==> src/rtl/lrpe_table_ram.sv <==
`timescale 1ns / 1ps
// ----------------------------------------------------------------------------
// lrpe_table_ram
// One write port, one registered read port; holds action/goto/production.
// ----------------------------------------------------------------------------
module lrpe_table_ram #(
    parameter int DEPTH = 16,
    parameter int WIDTH = 8
) (
    input  logic                     clk,
    input  logic                     wr_en,
    input  logic [$clog2(DEPTH)-1:0] wr_addr,
    input  logic [WIDTH-1:0]         wr_data,
    input  logic [$clog2(DEPTH)-1:0] rd_addr,
    output logic [WIDTH-1:0]         rd_data
);

    logic [WIDTH-1:0] mem [DEPTH];

    always_ff @(posedge clk)
    begin
        if (wr_en)
        begin
            mem[wr_addr] <= wr_data;
        end
        rd_data <= mem[rd_addr];
    end

endmodule

==> config.mk <==
export PLATFORM = sky130hd
export DESIGN_NAME = lrpe_table_ram
export DESIGN_NICKNAME = d
export VERILOG_FILES = /design/src/rtl/lrpe_table_ram.sv
export SDC_FILE = /design/constraint.sdc
export NUM_CORES = 1
export LEC_CHECK = 0
export BUFFER_PORTS_ARGS = -buffer_cell sky130_fd_sc_hd__buf_2
export CAP_MARGIN = 20
export CORE_ASPECT_RATIO = 0.5
export CORE_MARGIN = 10
export CORE_UTILIZATION = 50
export CTS_CLUSTER_DIAMETER = 150
export CTS_CLUSTER_SIZE = 40
export DETAILED_ROUTE_END_ITERATION = 10
export PLACE_DENSITY = 0.67
export SLEW_MARGIN = 20
export SYNTH_ARGS = -nofsm -noshare
export SYNTH_HDL_FRONTEND = slang
export SYNTH_SLANG_ARGS = --single-unit
==> constraint.sdc <==
create_clock -name clk -period 2.3 [get_ports clk]
set_input_delay 0.46 -clock clk [delete_from_list [all_inputs] [get_ports clk]]
set_output_delay 0.46 -clock clk [all_outputs]
set_load 0.01 [all_outputs]
==> results.sh, run 1 <==
export IMPL_status="complete, no violations"
export IMPL_rr_startpoint="mem[9][4]"
export IMPL_grt_pass1_vias=2550
export IMPL_start_util_pct=50.9
export IMPL_drv_cap=0
export IMPL_hold_end="mem[12][1]"
export IMPL_regToRegSetupSlack_ns=0.81
export IMPL_cts_setup_buffers=0
export IMPL_worstSkewPairLatency_ns=0.41
export IMPL_fin_nets=301
export IMPL_fin_crit_sh_pct=72.1
export IMPL_clockBufferDepth=2
export IMPL_coreArea_um2=10100
export IMPL_dp_cells=404
export IMPL_ys_top_cells_by_area="edfxtp_1, mux4_2, mux4_1, dfxtp_1, a22oi_1"
export IMPL_cp_data_arrival_time_ns=1.93
export IMPL_io_buffers=25
export IMPL_worst_path_largest_cell_delay_ns=0.58
export IMPL_min_path_cells=1
export IMPL_cts_made_buffers=17
export IMPL_firstDrtPassIters=4
export IMPL_ctsHoldBuffers=0
export IMPL_drt_total_wl_mm=10.2
export IMPL_yosysSeqAreaShare_pct=77.8
export IMPL_final_layout_size_suffix_gt1_share_pct=30.4
export IMPL_die_area_um2=15000
export IMPL_drtAntennaViolNets=0
export IMPL_vias_per_cell=5.68
export IMPL_yosys_warnings=0
export IMPL_wl_per_cell_um=23.4
export IMPL_yosysMostFrequentCell="edfxtp_1"
export IMPL_ys_ff_latch=136
export IMPL_hp_class="in2reg"
export IMPL_core_rowCount=26
export IMPL_hold_violations=0
export IMPL_finalMaxSlewViolations=0
export IMPL_worstPathMaxFanout=32
export IMPL_first_iter_violations=209
export IMPL_grt_setup_unrepaired="no"
export IMPL_hp_start="wr_data[1]"
export IMPL_cts_root_buf="clkbuf_16"
export IMPL_grt_first_pass_wirelength_mm=15.7
export IMPL_grt_max_degree=33
export IMPL_num_io_pins=26
export IMPL_synthArstFlopShare_pct=0
export IMPL_grtUsageTotal_pct=14.5
export IMPL_avgSynthCellArea_um2=22.5
export IMPL_endpoint_kind="flop"
export IMPL_drc_errors=0
export IMPL_antenna_found_initial=0
export IMPL_synth_flop_cell="edfxtp_1"
export IMPL_die_w_um=163
export IMPL_synthCells=229
export IMPL_setup_violations_final=0
export IMPL_dpl_hpwl_mm=6.40
export IMPL_cp_start_kind="input pin"
export IMPL_grt_ovfl_total=0
export IMPL_yosysTopAreaCellShare_pct=74.7
export IMPL_clkSinkCount=136
export IMPL_cts_resized=0
export IMPL_rr_endpoint="rd_data[4]"
export IMPL_synthToLayoutAreaGrowth_pct=18.9
export IMPL_filler_cell_count=697
export IMPL_routabilityCongestion=0.767
export IMPL_fin_cells=436
export IMPL_cpMaxStageDelayCell="mux4_1"
export IMPL_worstMarginPinSlew_ns=0.729
export IMPL_vdd_drop_max_mv=0.521
export IMPL_cts_clk_slew_worst_paths_ns=0.05
export IMPL_antennaDiodeCount=0
export IMPL_period_minus_slack_ns=1.66
export IMPL_num_vias=2477
export IMPL_clock_fmax_ghz=0.603
export IMPL_worstRegToRegCells=3
export IMPL_synthDistinctLibCells=19
export IMPL_slew_headroom_pct=51.2
export IMPL_yosysTopAreaCell="edfxtp_1"
export IMPL_die_y_um=91.7
export IMPL_power_density_nw_per_um2=931
export IMPL_syn_area_um2=5150
export IMPL_htreeDepth=4
export IMPL_cts_tree="built"
export IMPL_p_leak_nw=2.09
export IMPL_path_cells="buf_2 > buf_12 > mux4_1 > a22oi_1 > nand2_1"
export IMPL_critical_path_class="in2reg"
export IMPL_synthesis_nets=247
export IMPL_synth_edf_count=128
export IMPL_finalSetupTns_ns=0
export IMPL_ys_top_cells_by_count="edfxtp_1, mux4_2, a22oi_1"
export IMPL_required_ns=2.57
export IMPL_fin_skew_ns=0.0123
## power breakdown
part / switching [mW] / internal, mW / leakage (nW)
logic: 0.154 / 0.112 / 0.586
registers: 0.0178 / 2.77 / 1.22
clock network: 0.921 / 1.72 / 0.279
total: 1.09 / 4.61 / 2.09
## state kept, by name (all words and copies together), names as in the netlist
signal   count
mem        128
rd_data      8
## how the worst max path moves through the flow
stage	to	startpoint	cells past startpoint
6_report	rd_data[4]	rd_addr[0]	5
5_1_grt	rd_data[4]	rd_addr[0]	5
3_5_place_dp	rd_data[4]	rd_addr[0]	5
4_1_cts	rd_data[4]	rd_addr[0]	5
2_1_floorplan	mem[0][0]	wr_addr[2]	2
3_3_place_gp	rd_data[4]	rd_addr[0]	5
## cell families after synthesis
kind of cell / after synthesis / synth area share (%)
AND/OR/NAND/NOR: 35 / 3.18
buffers and inverters: 10 / 1.68
flip-flops: 136 / 77.8
AO/OA/AOI/OAI: 16 / 2.33
multiplexers: 32 / 15.0
## layer usage
layer	up-vias	wire length (um)	track usage, %
met5	-	0	0
met4	0	119	5.47
met3	12	666	4.77
met2	77	4950	21.5
met1	1310	4470	19.6
li1	1078	-	-
## cell type report
class	count	area, um2	area share, %
multi-input combinational	83	1060	17.3
tap	140	175	2.86
clock inverter	9	124	2.02
sequential	136	4000	65.4
timing repair buffer	45	300	4.91
clock buffer	23	458	7.48
## worst max-delay path, delay by kind of cell
| family | cells | cell delay, ns |
|---|---|---|
| buffers and inverters | 2 | 0.34 |
| AOI/OAI and AO/OA | 1 | 0.41 |
| muxes | 1 | 0.58 |
| and+or+nand+nor | 1 | 0.10 |
## layout by cell type (no fill, tap or decap)
cell	n
edfxtp_1	128
buf_2	25
mux4_2	18
buf_4	18
clkbuf_16	17
a22oi_1	16
mux4_1	14
nor2_1	13
nand2_1	9
dfxtp_1	8
clkbuf_1	5
nor3_1	4
clkinv_2	3
bufinv_16	3
nand3b_1	2
nand2b_1	2
clkinvlp_4	2
buf_12	2
nor2b_1	1
and2_1	1
and2b_1	1
nand3_1	1
or3b_2	1
clkbuf_8	1
clkinv_1	1
## per-stage QoR
| step | cell area [um2] | power [mW] | hold slack [ns] | worst slack [ns] | util (%) |
|---|---|---|---|---|---|
| after floorplan | 5150 | 2.98 | 0.559 | 0.347 | - |
| after global placement | 5540 | 3.10 | 0.648 | 0.308 | 54.7 |
| after detailed placement | 5540 | 3.11 | 0.658 | 0.301 | 54.7 |
| after CTS | 6120 | 5.73 | 0.424 | 0.669 | 60.5 |
| after global routing | 6120 | 5.87 | 0.433 | 0.620 | 60.5 |
| final | 6120 | 5.70 | 0.437 | 0.642 | 60.5 |
Power figures use the tool's default switching activity.
==> run 2, diff against run 1 <==
PLACE_DENSITY = 0.7   (was 0.67)
clock period = 1.5 ns   (was 2.3 ns; I/O delays follow)
==> results.sh, run 2 (synthesis gave the netlist of run 1 again) <==
export IMPL_grt_ovfl_total=0
export IMPL_drtAntennaViolNets=0
export IMPL_top_register="mem"
export IMPL_final_common_cell="edfxtp_1"
export IMPL_synthToLayoutAreaGrowth_pct=21.0
export IMPL_finalMaxSlewViolations=0
export IMPL_seqPwrFrac_pct=47.8
export IMPL_die_area_um2=15000
export IMPL_clock_fmax_ghz=0.703
export IMPL_hold_ws_ns=0.283
export IMPL_grt_setup_unrepaired="no"
export IMPL_filler_cell_count=656
export IMPL_setup_violations_final=0
export IMPL_dpl_hpwl_mm=6.80
export IMPL_power_density_nw_per_um2=1440
export IMPL_cts_root_buf="clkbuf_16"
export IMPL_critical_path_class="reg2reg"
export IMPL_worstSkewPairLatency_ns=0.41
export IMPL_drc_errors=0
export IMPL_cp_start_kind="flop"
export IMPL_hp_class="in2reg"
export IMPL_worst_path_largest_cell_delay_ns=0.56
export IMPL_dp_cells=409
export IMPL_netSwitchingFraction_pct=19.8
export IMPL_cts_setup_buffers=0
export IMPL_largest_reg_flops=128
export IMPL_clockBufferDepth=2
export IMPL_cpLargestDelayFamily="multiplexers"
export IMPL_p_leak_nw=2.14
export IMPL_io_buffers=25
export IMPL_slew_headroom_pct=51.5
export IMPL_fin_crit_sh_pct=94.8
export IMPL_cp_num_buf_inv=0
export IMPL_grtUsageMet1_pct=20.2
export IMPL_ctsHoldBuffers=0
export IMPL_worstSetupStartpoint="mem[6][1]"
export IMPL_antennaDiodeCount=0
export IMPL_grtUsageMet2_pct=22.2
export IMPL_required_ns=1.79
export IMPL_core_rowCount=26
export IMPL_endpoint_kind="flop"
export IMPL_multi_input_area_um2=1060
export IMPL_cp_data_arrival_time_ns=1.72
export IMPL_cpMaxStageDelayCell="mux4_1"
export IMPL_hold_violations=0
export IMPL_seq_area_um2=4000
export IMPL_power_net_switching_mw=1.77
export IMPL_coreArea_um2=10100
export IMPL_num_io_pins=26
export IMPL_cts_made_buffers=17
export IMPL_vias_per_cell=5.73
export IMPL_cts_clk_slew_worst_paths_ns=0.06
export IMPL_final_layout_size_suffix_gt1_share_pct=32.9
export IMPL_vdd_drop_max_mv=0.826
export IMPL_antenna_found_initial=0
export IMPL_status="complete, no violations"
export IMPL_htreeDepth=4
export IMPL_cts_resized=0
export IMPL_num_vias=2525
export IMPL_fin_skew_ns=0.00521
export IMPL_wl_per_cell_um=23.8
export IMPL_grt_pass1_vias=2633
export IMPL_grtUsageTotal_pct=14.9
export IMPL_path_cells="mux4_1 > a22oi_1 > nand2_1"
export IMPL_final_cell_mix="edfxtp_1, buf_2, buf_4"
export IMPL_die_y_um=91.7
export IMPL_clkSinkCount=136
export IMPL_drt_total_wl_mm=10.5
export IMPL_top_usage_layer="met2"
export IMPL_finalSetupTns_ns=0
export IMPL_hp_start="wr_data[2]"
export IMPL_grt_first_pass_wirelength_mm=16.3
export IMPL_grt_max_degree=20
export IMPL_die_w_um=163
export IMPL_fin_nets=306
export IMPL_reg_top3="mem x128, rd_data x8"
export IMPL_worstMarginPinSlew_ns=0.726
export IMPL_p_int_mw=7.19
export IMPL_cts_tree="built"
export IMPL_drv_cap=0
export IMPL_fin_cells=441
export IMPL_start_util_pct=50.9
export IMPL_worstPathMaxFanout=1
export IMPL_period_minus_slack_ns=1.42
export IMPL_met3_usage_pct=4.06
export IMPL_routabilityCongestion=0.782
export IMPL_first_iter_violations=275
export IMPL_firstDrtPassIters=5
export IMPL_clkPwrFrac_pct=47.4
export IMPL_rr_startpoint="mem[6][1]"
export IMPL_p_comb_share_pct=4.9
==> run 2: cell types whose count changed in the layout (fill, tap and decap cells not counted), sizes merged <==
cell,before,now
buf,45,50
bufinv,3,4
clkbuf,23,17
clkinv,4,9
==> run 2: worst register-to-register path, delay by kind of cell (launching register included) <==
kind	cells	cell delay, ns
multiplexers	1	0.56
flip-flops	1	0.36
AND/OR/NAND/NOR	1	0.10
AO/OA/AOI/OAI	1	0.28
==> run 2: power by group through the flow <==
stage               combinational, mW  clock [mW]  sequential [mW]
floorplan                       0.216           0             4.36
global placement                0.416           0             4.35
detailed placement              0.436           0             4.36
CTS                             0.441        4.29             4.28
global route                    0.471        4.45             4.29
finish                          0.437        4.25             4.28
==> run 2: metal layers <==
layer  vias up  part of all wire (%)
li1       1094                     -
met1      1321                    44
met2        94                    47
met3        16                   6.6
met4         0                   1.6
met5         -                     0
==> run 2: final cells by class <==
class	count	area share, %
sequential	136	64.3
multi-input combinational	83	17.1
clock buffer	17	6.83
timing repair buffer	50	6.03
clock inverter	15	2.95
tap	140	2.81
==> run 2: worst paths after layout <==
path	to	slack, ns	cells past startpoint
worst max-delay path	rd_data[1]	0.08	3
worst min-delay path	mem[14][2]	0.28	1
worst max register to register	rd_data[1]	0.08	3
worst min register to register	rd_data[5]	0.68	3
==> run 2: per-stage QoR <==
stage                     setup slack, ns  area, um2  utilization, %  power, mW
after global placement             -0.254       5620            55.5       4.77
after global routing               0.0388       6230            61.5       9.21
final                              0.0778       6230            61.5       8.96
after detailed placement           -0.321       5620            55.5       4.79
after CTS                          0.0740       6230            61.5       9.02
after floorplan                   -0.0661       5150               -       4.57
